[src/rtl/npf_pkg.sv]
// package for the next prime finder: widths, wheel tables and sequencer states
`default_nettype none

package npf_pkg;

    // default search width
    localparam int NPF_WIDTH = 32;

    // port width of the value and result fields
    localparam int VAL_W = 32;

    // table sizes
    localparam int LOW_COUNT = 47;
    localparam int SPOKES    = 48;
    localparam int IDX_W     = 6;

    // wheel modulus and top of the prime table
    localparam int WHEEL     = 210;
    localparam int TABLE_TOP = 211;

    localparam logic [IDX_W-1:0] LAST_LOW   = IDX_W'(LOW_COUNT - 1);
    localparam logic [IDX_W-1:0] LAST_SPOKE = IDX_W'(SPOKES - 1);

    // primes up to the top of the table
    localparam logic [7:0] LOW_PRIMES [LOW_COUNT] = '{
          8'd2,   8'd3,   8'd5,   8'd7,  8'd11,  8'd13,  8'd17,  8'd19,  8'd23,  8'd29,
         8'd31,  8'd37,  8'd41,  8'd43,  8'd47,  8'd53,  8'd59,  8'd61,  8'd67,  8'd71,
         8'd73,  8'd79,  8'd83,  8'd89,  8'd97, 8'd101, 8'd103, 8'd107, 8'd109, 8'd113,
        8'd127, 8'd131, 8'd137, 8'd139, 8'd149, 8'd151, 8'd157, 8'd163, 8'd167, 8'd173,
        8'd179, 8'd181, 8'd191, 8'd193, 8'd197, 8'd199, 8'd211
    };

    // residues mod 210 coprime to 2, 3, 5 and 7
    localparam logic [7:0] WHEEL_RES [SPOKES] = '{
          8'd1,  8'd11,  8'd13,  8'd17,  8'd19,  8'd23,  8'd29,  8'd31,  8'd37,  8'd41,
         8'd43,  8'd47,  8'd53,  8'd59,  8'd61,  8'd67,  8'd71,  8'd73,  8'd79,  8'd83,
         8'd89,  8'd97, 8'd101, 8'd103, 8'd107, 8'd109, 8'd113, 8'd121, 8'd127, 8'd131,
        8'd137, 8'd139, 8'd143, 8'd149, 8'd151, 8'd157, 8'd163, 8'd167, 8'd169, 8'd173,
        8'd179, 8'd181, 8'd187, 8'd191, 8'd193, 8'd197, 8'd199, 8'd209
    };

    // gap from each residue to the next, cyclic
    localparam logic [3:0] WHEEL_GAP [SPOKES] = '{
        4'd10, 4'd2, 4'd4, 4'd2, 4'd4, 4'd6, 4'd2, 4'd6, 4'd4, 4'd2, 4'd4, 4'd6,
         4'd6, 4'd2, 4'd6, 4'd4, 4'd2, 4'd6, 4'd4, 4'd6, 4'd8, 4'd4, 4'd2, 4'd4,
         4'd2, 4'd4, 4'd8, 4'd6, 4'd4, 4'd6, 4'd2, 4'd4, 4'd6, 4'd2, 4'd6, 4'd6,
         4'd4, 4'd2, 4'd4, 4'd6, 4'd2, 4'd6, 4'd4, 4'd2, 4'd4, 4'd2, 4'd10, 4'd2
    };

    // sequencer states
    typedef enum logic [3:0] {
        S_IDLE,
        S_TAB,
        S_MOD,
        S_MOD_WAIT,
        S_SPOKE,
        S_LOW,
        S_LOW_WAIT,
        S_WHL,
        S_WHL_WAIT,
        S_NEXT,
        S_DONE
    } state_t;

endpackage

`default_nettype wire

[src/rtl/npf_divider.sv]
// restoring divider, one quotient bit per cycle, shared by all trial divisions
`default_nettype none

module npf_divider
    import npf_pkg::*;
#(
    parameter int WIDTH = NPF_WIDTH
)
(
    input  wire logic             clk,
    input  wire logic             rst_n,
    input  wire logic             start,
    input  wire logic [WIDTH-1:0] dividend,
    input  wire logic [WIDTH-1:0] divisor,
    output logic                  busy,
    output logic                  done,
    output logic [WIDTH-1:0]      quotient,
    output logic [WIDTH-1:0]      remainder
);

    localparam int CNT_W = $clog2(WIDTH + 1);

    logic             run_reg, run_next;
    logic             done_reg, done_next;
    logic [CNT_W-1:0] cnt_reg, cnt_next;
    logic [WIDTH-1:0] quot_reg, quot_next;
    logic [WIDTH-1:0] rem_reg, rem_next;
    logic [WIDTH-1:0] dvs_reg, dvs_next;
    logic [WIDTH:0]   trial;
    logic             fits;

    // one shift, compare and subtract step
    always_comb
    begin
        trial     = {rem_reg, quot_reg[WIDTH-1]};
        fits      = (trial >= {1'b0, dvs_reg});
        run_next  = run_reg;
        done_next = 1'b0;
        cnt_next  = cnt_reg;
        quot_next = quot_reg;
        rem_next  = rem_reg;
        dvs_next  = dvs_reg;
        if (start && !run_reg)
        begin
            run_next  = 1'b1;
            cnt_next  = CNT_W'(WIDTH);
            quot_next = dividend;
            rem_next  = '0;
            dvs_next  = divisor;
        end
        else if (run_reg)
        begin
            quot_next = {quot_reg[WIDTH-2:0], fits};
            rem_next  = fits ? WIDTH'(trial - {1'b0, dvs_reg}) : WIDTH'(trial);
            cnt_next  = cnt_reg - 1'b1;
            if (cnt_reg == CNT_W'(1))
            begin
                run_next  = 1'b0;
                done_next = 1'b1;
            end
        end
    end

    // control state
    always_ff @(posedge clk or negedge rst_n)
    begin
        if (!rst_n)
        begin
            run_reg  <= 1'b0;
            done_reg <= 1'b0;
            cnt_reg  <= '0;
        end
        else
        begin
            run_reg  <= run_next;
            done_reg <= done_next;
            cnt_reg  <= cnt_next;
        end
    end

    // datapath
    always_ff @(posedge clk)
    begin
        quot_reg <= quot_next;
        rem_reg  <= rem_next;
        dvs_reg  <= dvs_next;
    end

    assign busy      = run_reg;
    assign done      = done_reg;
    assign quotient  = quot_reg;
    assign remainder = rem_reg;

endmodule

`default_nettype wire

[src/rtl/next_prime_finder.sv]
// next prime finder: table lookup, mod-210 wheel stepping and trial division
//
//  channel   signals                          direction  beat carries
//  in        in_valid / in_stall              to block   start_value
//  out       out_valid / out_stall            from block prime_out, overflow
//
// one beat in, one beat out; the block takes no new beat until the current one
// has moved into the output register. values below two go straight to the output,
// candidates up to 211 are found by scanning the prime table; the rest run one
// trial division on the shared divider for each divisor tried on each candidate
// (47 table primes, then up to ~sqrt(candidate)*48/210 wheel values).
// rst_n clears the sequencer, divider control and output valid; nothing else.
// a stalled result waits in the output register while the next beat is accepted.
`default_nettype none

module next_prime_finder
    import npf_pkg::*;
#(
    parameter int WIDTH = NPF_WIDTH
)
(
    input  wire logic             clk,
    input  wire logic             rst_n,
    input  wire logic             in_valid,
    output logic                  in_stall,
    input  wire logic [VAL_W-1:0] start_value,
    output logic                  out_valid,
    input  wire logic             out_stall,
    output logic [VAL_W-1:0]      prime_out,
    output logic                  overflow
);

    state_t             state_reg, state_next;
    logic [WIDTH-1:0]   cand_reg, cand_next;
    logic [WIDTH-1:0]   d_reg, d_next;
    logic [IDX_W-1:0]   p_reg, p_next;
    logic [IDX_W-1:0]   m_reg, m_next;
    logic [IDX_W-1:0]   k_reg, k_next;
    logic [7:0]         x_reg, x_next;
    logic [WIDTH-1:0]   res_reg, res_next;
    logic               res_ovf_reg, res_ovf_next;
    logic               out_valid_reg, out_valid_next;
    logic [VAL_W-1:0]   prime_reg, prime_next;
    logic               ovf_reg, ovf_next;

    logic [WIDTH-1:0]   n_val;
    logic [WIDTH-1:0]   first_cand;
    logic [7:0]         step8;
    logic [WIDTH:0]     cand_sum;
    logic [WIDTH-1:0]   d_inc;
    logic               div_start;
    logic [WIDTH-1:0]   div_divisor;
    logic               div_busy;
    logic               div_done;
    logic [WIDTH-1:0]   div_quot;
    logic [WIDTH-1:0]   div_rem;

    // shared divider
    npf_divider #(
        .WIDTH (WIDTH)
    ) u_div (
        .clk       (clk),
        .rst_n     (rst_n),
        .start     (div_start),
        .dividend  (cand_reg),
        .divisor   (div_divisor),
        .busy      (div_busy),
        .done      (div_done),
        .quotient  (div_quot),
        .remainder (div_rem)
    );

    // sequencer next state and datapath updates
    always_comb
    begin
        n_val          = WIDTH'(start_value);
        first_cand     = (n_val + 1'b1) | WIDTH'(1);
        step8          = 8'(WHEEL_GAP[m_reg]);
        if (state_reg == S_SPOKE)
            step8 = WHEEL_RES[m_reg] - x_reg;
        cand_sum       = {1'b0, cand_reg} + (WIDTH+1)'(step8);
        d_inc          = d_reg + WIDTH'(WHEEL_GAP[k_reg]);

        state_next     = state_reg;
        cand_next      = cand_reg;
        d_next         = d_reg;
        p_next         = p_reg;
        m_next         = m_reg;
        k_next         = k_reg;
        x_next         = x_reg;
        res_next       = res_reg;
        res_ovf_next   = res_ovf_reg;
        out_valid_next = out_valid_reg && out_stall;
        prime_next     = prime_reg;
        ovf_next       = ovf_reg;
        div_start      = 1'b0;
        div_divisor    = WIDTH'(LOW_PRIMES[p_reg]);
        in_stall       = (state_reg != S_IDLE);

        case (state_reg)
            S_IDLE:
            begin
                if (in_valid)
                begin
                    if (n_val < WIDTH'(2))
                    begin
                        res_next     = n_val;
                        res_ovf_next = 1'b0;
                        state_next   = S_DONE;
                    end
                    else if (&n_val)
                    begin
                        res_next     = '0;
                        res_ovf_next = 1'b1;
                        state_next   = S_DONE;
                    end
                    else
                    begin
                        cand_next  = first_cand;
                        p_next     = '0;
                        state_next = (first_cand <= WIDTH'(TABLE_TOP)) ? S_TAB : S_MOD;
                    end
                end
            end

            // small candidates: scan the prime table
            S_TAB:
            begin
                if (WIDTH'(LOW_PRIMES[p_reg]) >= cand_reg)
                begin
                    res_next     = WIDTH'(LOW_PRIMES[p_reg]);
                    res_ovf_next = 1'b0;
                    state_next   = S_DONE;
                end
                else
                begin
                    p_next = p_reg + 1'b1;
                end
            end

            // residue of the candidate on the wheel
            S_MOD:
            begin
                div_start   = 1'b1;
                div_divisor = WIDTH'(WHEEL);
                state_next  = S_MOD_WAIT;
            end

            S_MOD_WAIT:
            begin
                div_divisor = WIDTH'(WHEEL);
                if (div_done)
                begin
                    x_next     = div_rem[7:0];
                    m_next     = '0;
                    state_next = S_SPOKE;
                end
            end

            // find the first spoke at or above the residue, then move onto it
            S_SPOKE:
            begin
                if (m_reg != LAST_SPOKE && WHEEL_RES[m_reg] < x_reg)
                begin
                    m_next = m_reg + 1'b1;
                end
                else if (cand_sum[WIDTH])
                begin
                    res_next     = '0;
                    res_ovf_next = 1'b1;
                    state_next   = S_DONE;
                end
                else
                begin
                    cand_next  = cand_sum[WIDTH-1:0];
                    p_next     = '0;
                    state_next = S_LOW;
                end
            end

            // trial division by the table primes
            S_LOW:
            begin
                div_start  = 1'b1;
                state_next = S_LOW_WAIT;
            end

            S_LOW_WAIT:
            begin
                if (div_done)
                begin
                    if (div_rem == '0)
                    begin
                        state_next = S_NEXT;
                    end
                    else if (p_reg == LAST_LOW)
                    begin
                        d_next     = WIDTH'(TABLE_TOP);
                        k_next     = '0;
                        state_next = S_WHL;
                    end
                    else
                    begin
                        p_next     = p_reg + 1'b1;
                        state_next = S_LOW;
                    end
                end
            end

            // trial division by wheel values
            S_WHL:
            begin
                div_start   = 1'b1;
                div_divisor = d_inc;
                d_next      = d_inc;
                k_next      = (k_reg == LAST_SPOKE) ? '0 : k_reg + 1'b1;
                state_next  = S_WHL_WAIT;
            end

            S_WHL_WAIT:
            begin
                div_divisor = d_reg;
                if (div_done)
                begin
                    if (d_reg > div_quot)
                    begin
                        res_next     = cand_reg;
                        res_ovf_next = 1'b0;
                        state_next   = S_DONE;
                    end
                    else if (div_rem == '0)
                    begin
                        state_next = S_NEXT;
                    end
                    else
                    begin
                        state_next = S_WHL;
                    end
                end
            end

            // composite: step to the next spoke
            S_NEXT:
            begin
                m_next = (m_reg == LAST_SPOKE) ? '0 : m_reg + 1'b1;
                if (cand_sum[WIDTH])
                begin
                    res_next     = '0;
                    res_ovf_next = 1'b1;
                    state_next   = S_DONE;
                end
                else
                begin
                    cand_next  = cand_sum[WIDTH-1:0];
                    p_next     = '0;
                    state_next = S_LOW;
                end
            end

            // hand the result to the output register once it is free
            S_DONE:
            begin
                if (!out_valid_reg || !out_stall)
                begin
                    out_valid_next = 1'b1;
                    prime_next     = VAL_W'(res_reg);
                    ovf_next       = res_ovf_reg;
                    state_next     = S_IDLE;
                end
            end

            default:
            begin
                state_next = S_IDLE;
            end
        endcase
    end

    // control state
    always_ff @(posedge clk or negedge rst_n)
    begin
        if (!rst_n)
        begin
            state_reg     <= S_IDLE;
            out_valid_reg <= 1'b0;
        end
        else
        begin
            state_reg     <= state_next;
            out_valid_reg <= out_valid_next;
        end
    end

    // datapath registers
    always_ff @(posedge clk)
    begin
        cand_reg    <= cand_next;
        d_reg       <= d_next;
        p_reg       <= p_next;
        m_reg       <= m_next;
        k_reg       <= k_next;
        x_reg       <= x_next;
        res_reg     <= res_next;
        res_ovf_reg <= res_ovf_next;
        prime_reg   <= prime_next;
        ovf_reg     <= ovf_next;
    end

    assign out_valid = out_valid_reg;
    assign prime_out = prime_reg;
    assign overflow  = ovf_reg;

    // divider is only launched when it is free
    assert property (@(posedge clk) disable iff (!rst_n)
        div_start |-> !div_busy)
        else $error("divider launched while busy");

    // an overflow result always carries zero
    assert property (@(posedge clk) disable iff (!rst_n)
        (out_valid && overflow) |-> (prime_out == '0))
        else $error("overflow result is not zero");

    // an accepted beat always starts work
    assert property (@(posedge clk) disable iff (!rst_n)
        (in_valid && !in_stall) |=> (state_reg != S_IDLE))
        else $error("accepted beat left the sequencer idle");

    // a finished result is moved out only when the output register can take it
    assert property (@(posedge clk) disable iff (!rst_n)
        (state_reg == S_DONE && out_valid_reg && out_stall) |=> (state_reg == S_DONE))
        else $error("result dropped while output was stalled");

endmodule

`default_nettype wire
[config.mk]
export PLATFORM = sky130hd
export DESIGN_NAME = next_prime_finder
export DESIGN_NICKNAME = d
export VERILOG_FILES = /design/src/rtl/npf_pkg.sv /design/src/rtl/npf_divider.sv /design/src/rtl/next_prime_finder.sv
export SDC_FILE = /design/constraint.sdc
export NUM_CORES = 1
export LEC_CHECK = 0
export BUFFER_PORTS_ARGS = -buffer_cell sky130_fd_sc_hd__buf_2
export CAP_MARGIN = 15
export CORE_ASPECT_RATIO = 0.5
export CORE_MARGIN = 2
export CORE_UTILIZATION = 25
export CTS_CLUSTER_SIZE = 25
export DETAILED_ROUTE_END_ITERATION = 7
export GPL_TIMING_DRIVEN = 0
export PLACE_DENSITY = 0.35
export RECOVER_POWER = 100
export SYNTH_ARGS = -nofsm -noshare
export SYNTH_HDL_FRONTEND = slang
export SYNTH_SLANG_ARGS = --single-unit
export TNS_END_PERCENT = 50
[constraint.sdc]
create_clock -name clk -period 16.8 [get_ports clk]
set_clock_uncertainty 0.15 [all_clocks]
set_input_delay 3.36 -clock clk [delete_from_list [all_inputs] [get_ports clk]]
set_output_delay 3.36 -clock clk [all_outputs]
set_load 0.01 [all_outputs]
==> impl_results.md <==
- Die width: 381 microns
- Leakage: 7.74 nW
- Largest net degree at the start of global routing: 26
- Required time of the critical path: 16.90 ns
- Routed WL: 65100 microns
- Ys flop type: edfxtp_1
- Fill cells: 7567
- Status: finished, violations left
- Maximum fanout along the worst path: 10
- Flop pwr share: 0.322
- Post-Layout Cell Count: 2999
- Synth Area in Compound Gates: 0.170
- DR pass1 iterations: 7
- Final Cell Area: 0.0205 sq mm
- NetSw: 0.00186 W
- Met1 Use GR: 0.259
- TritonCTS Sinks: 264
- Clk pwr share: 0.191
- H-tree lvl count: 1
- Met3 usage: 0.0301
- Most frequent CP cell: clkbuf_1
- Synthesized flop and latch total: 264
- Portion of netlist area occupied by mux cells: 0.0257
- FP Rows: 69
- XOR/XNOR share of the synthesized area: 0.0640
- Vias in the first global route: 14700
- Area growth syn-to-layout: 15.0%
- Sequential share of the synthesized area: 0.424
- Core Area: 0.0707 sq mm
- CP Buf/Inv Count: 5
- Distinct cell type count after synthesis: 80
- Reg-to-Reg End: res_reg[0]
- Initial antenna violation count: 4
- Max stage delay on crit path: 0.64 ns
- First-pass GRT wire length: 96700 microns
- Violated checks: max-capacitance violations, max-slew violations
- Comb pwr share: 0.487
- Die Ht: 193 microns
- Share of post-route cells with drive strength above 1: 0.0535
- DRC violations left: 0
- Worst Path Arrival: 8.05 ns
- Placed cell areas: 0.0196 sq mm
- Max IR drop VDD: 73.6 uV
- Critical path class: flop to flop
- CTS tree: built
- NumNets Final: 2177
- Hold Path Class: flop to flop
- Total global routing overflow: 0
- Final period util: 0.473
- Layout Utilization: 0.289
- Worst path cell trace: clkbuf_1, inv_1, ha_1, a221oi_1, nor2_1, a211oi_1, a21oi_1, ha_1, nor2b_1, o21ai_0, nand2b_1, a21o_1, a21oi_1, xor2_1, nor2_1, ha_1, o2111ai_1, a21o_1, a211o_1, o21ai_0, clkbuf_1, nor4b_1, clkbuf_1, clkbuf_1
- F_max: 0.126 GHz
- Number of cells after detailed placement: 2941
- DIE AREA: 0.0734 sq mm
- RSZ-0062 raised after global routing: false
- CP endpoint: res_reg[0]
- Synthesized area per cell: 9.36 sq um
- Post-cts gate resize count: 0
- Int Pwr: 0.00226 W
- Post-CTS Setup Inserts: 0
- DR vias: 14900
- CTS Root Buffer Type: clkbuf_16
- Ys async rst share: 0.0492
- RePlAce Congestion: 0.859
- Worst R2R Path Depth: 24
- Starting Density: 0.252
- Hold_ws: 0.268 ns
- YS warnings: 0
- DPL Wire Length: 49900 microns
- Critical path depth: 24
- Slack of the worst reg-to-reg path: 8.85 ns
- Sw frac: 0.452
- Synth Area in Simple Gates: 0.180
- Hold Fails Final Rpt: 0
- Ports: 71
- EDFF count, synth: 219
- Syn nets: 2063
- Largest delay share family, worst path: compound AO/OA/AOI/OAI gates
- Met2 Use GR: 0.263
- Post-Syn Area: 0.0178 sq mm
- Slew Viols, Final: 11
- Worst setup EP type: flop
- RR Startpoint: m_reg[0]
- Initial DRC Count: 1229
- Cell count after synthesis: 1901
- Slew margin rel.: -0.838
- Synth Area in Adders: 0.0903
- Post-CTS Hold Fix Bufs: 0
- Min Tclk post-route: 7.95 ns
- Via density: 4.96
- Final setup TNS: 0 ns
- Setup violations, final: 0
- Clock Tree Buf Depth: 3
- Worst Setup SP: m_reg[0]
- Num CTS Buffers: 30
- Largest family of logic cells by synthesized area: simple AND/OR/NAND/NOR gates
- Reg clk slew, reported paths: 0.06 ns
- PwrDens: 202 mW/mm^2
- Antenna Nets Post-Route: 0
- Max_cap viols: 1
- # port buffers: 65
- GR peak layer: met2
- Worst slew pin tran: 2.72 ns
- GR Util All Layers: 0.176
- Crit-path slowest cell: o21ai_0
- CP Launch Type: flop
- Per-cell routed wire length: 21.7 microns
- Clk Latency, worst-skew pair: 0.62 ns
==> cells in the mapped netlist, drive strengths merged (45+ instances only) <==
library cell | count | share of area
clkbuf | 79 | 0.017
edfxtp | 219 | 0.37
xnor2 | 55 | 0.027
and3 | 49 | 0.017
nand2 | 183 | 0.039
nor3 | 45 | 0.013
nor2 | 143 | 0.030
xor2 | 75 | 0.037
inv | 121 | 0.026
ha | 122 | 0.086
o21ai | 148 | 0.042
a21oi | 88 | 0.025
a21o | 51 | 0.022
nand3 | 65 | 0.019
==> kinds of logic after synthesis <==
group / Yosys count
and+or+nand+nor: 651
xor gates and xnor gates: 130
buffers and inverters: 215
adders and majority gates: 126
muxes: 41
DFF: 264
AOI/OAI and AO/OA: 474
==> per-stage QoR <==
step,setup WS [ns],power [W]
4_1_cts,9.91,0.00418
3_3_place_gp,4.98,0.00337
5_1_grt,8.00,0.00444
6_report,8.85,0.00413
2_1_floorplan,7.87,0.00261
3_5_place_dp,9.50,0.00338
==> power by group through the flow <==
stage	registers [W]	logic, W	clock network, W
final	0.00133	0.00201	0.000787
after global routing	0.00135	0.00226	0.000832
after CTS	0.00132	0.00205	0.000807
after detailed placement	0.00134	0.00204	0
after global placement	0.00136	0.00201	0
after floorplan	0.00120	0.00141	0
==> layout make-up <==
type | count | area (sq um) | area share
Sequential cell | 264 | 7540 | 0.369
Inverter | 122 | 458 | 0.0224
Timing Repair Buffer | 82 | 342 | 0.0167
Tap cell | 958 | 1200 | 0.0586
Antenna cell | 2 | 5.00 | 0.000245
Multi-Input combinational cell | 1422 | 9420 | 0.460
Clock buffer | 36 | 783 | 0.0383
Buffer | 93 | 355 | 0.0174
Clock inverter | 20 | 364 | 0.0178
==> how the worst min path moves through the flow <==
stage | start | to | slack [ns] | depth (start not counted)
after floorplan | res_reg[0] | prime_out[0] | 0.25 | 0
after global placement | res_reg[27] | prime_out[27] | 0.26 | 0
after detailed placement | res_reg[20] | prime_out[20] | 0.26 | 0
after CTS | res_reg[1] | prime_out[1] | 0.27 | 0
after global routing | res_reg[1] | prime_out[1] | 0.27 | 0
final | res_reg[1] | prime_out[1] | 0.27 | 0
==> worst reg2reg max path, delay by kind of cell (launching register included) <==
kind	cells	cell delay, ns
AOI/OAI and AO/OA	10	2.53
buffers and inverters	5	2.04
adders and majority gates	3	1.25
and+or+nand+nor	5	1.02
DFF	1	0.43
xor gates and xnor gates	1	0.17
==> per-layer routing <==
layer / wire length (microns) / share of wire
met5: 0 / 0
met4: 1570 / 0.024
met3: 3120 / 0.048
met2: 27500 / 0.42
met1: 32900 / 0.51
==> placed cells by master, fill, tap and decap left out, types with 8 or more instances in the layout <==
| cell | synthesis | final |
|---|---|---|
| a211oi_1 | 24 | 24 |
| a21o_1 | 51 | 51 |
| a21oi_1 | 88 | 88 |
| a31oi_1 | 14 | 14 |
| a32oi_1 | 8 | 8 |
| and3_1 | 49 | 49 |
| buf_2 | 4 | 28 |
| bufinv_16 | 0 | 10 |
| clkbuf_1 | 78 | 143 |
| clkbuf_16 | 0 | 30 |
| dfrtp_1 | 13 | 13 |
| dfxtp_1 | 32 | 32 |
| edfxtp_1 | 219 | 219 |
| ha_1 | 122 | 122 |
| inv_1 | 121 | 121 |
| mux2_2 | 8 | 8 |
| mux2i_1 | 30 | 30 |
| nand2_1 | 182 | 182 |
| nand2b_1 | 14 | 14 |
| nand3_1 | 63 | 64 |
| nand4_1 | 44 | 44 |
| nor2_1 | 143 | 143 |
| nor2b_1 | 22 | 22 |
| nor3_1 | 45 | 45 |
| nor4_1 | 35 | 34 |
| o211ai_1 | 12 | 12 |
| o21a_1 | 15 | 15 |
| o21ai_0 | 145 | 147 |
| o21bai_1 | 8 | 8 |
| o22ai_1 | 29 | 29 |
| o31ai_1 | 11 | 11 |
| or3_1 | 9 | 9 |
| xnor2_1 | 55 | 55 |
| xor2_1 | 75 | 75 |
No activity file was read; power rests on OpenSTA's default activity.
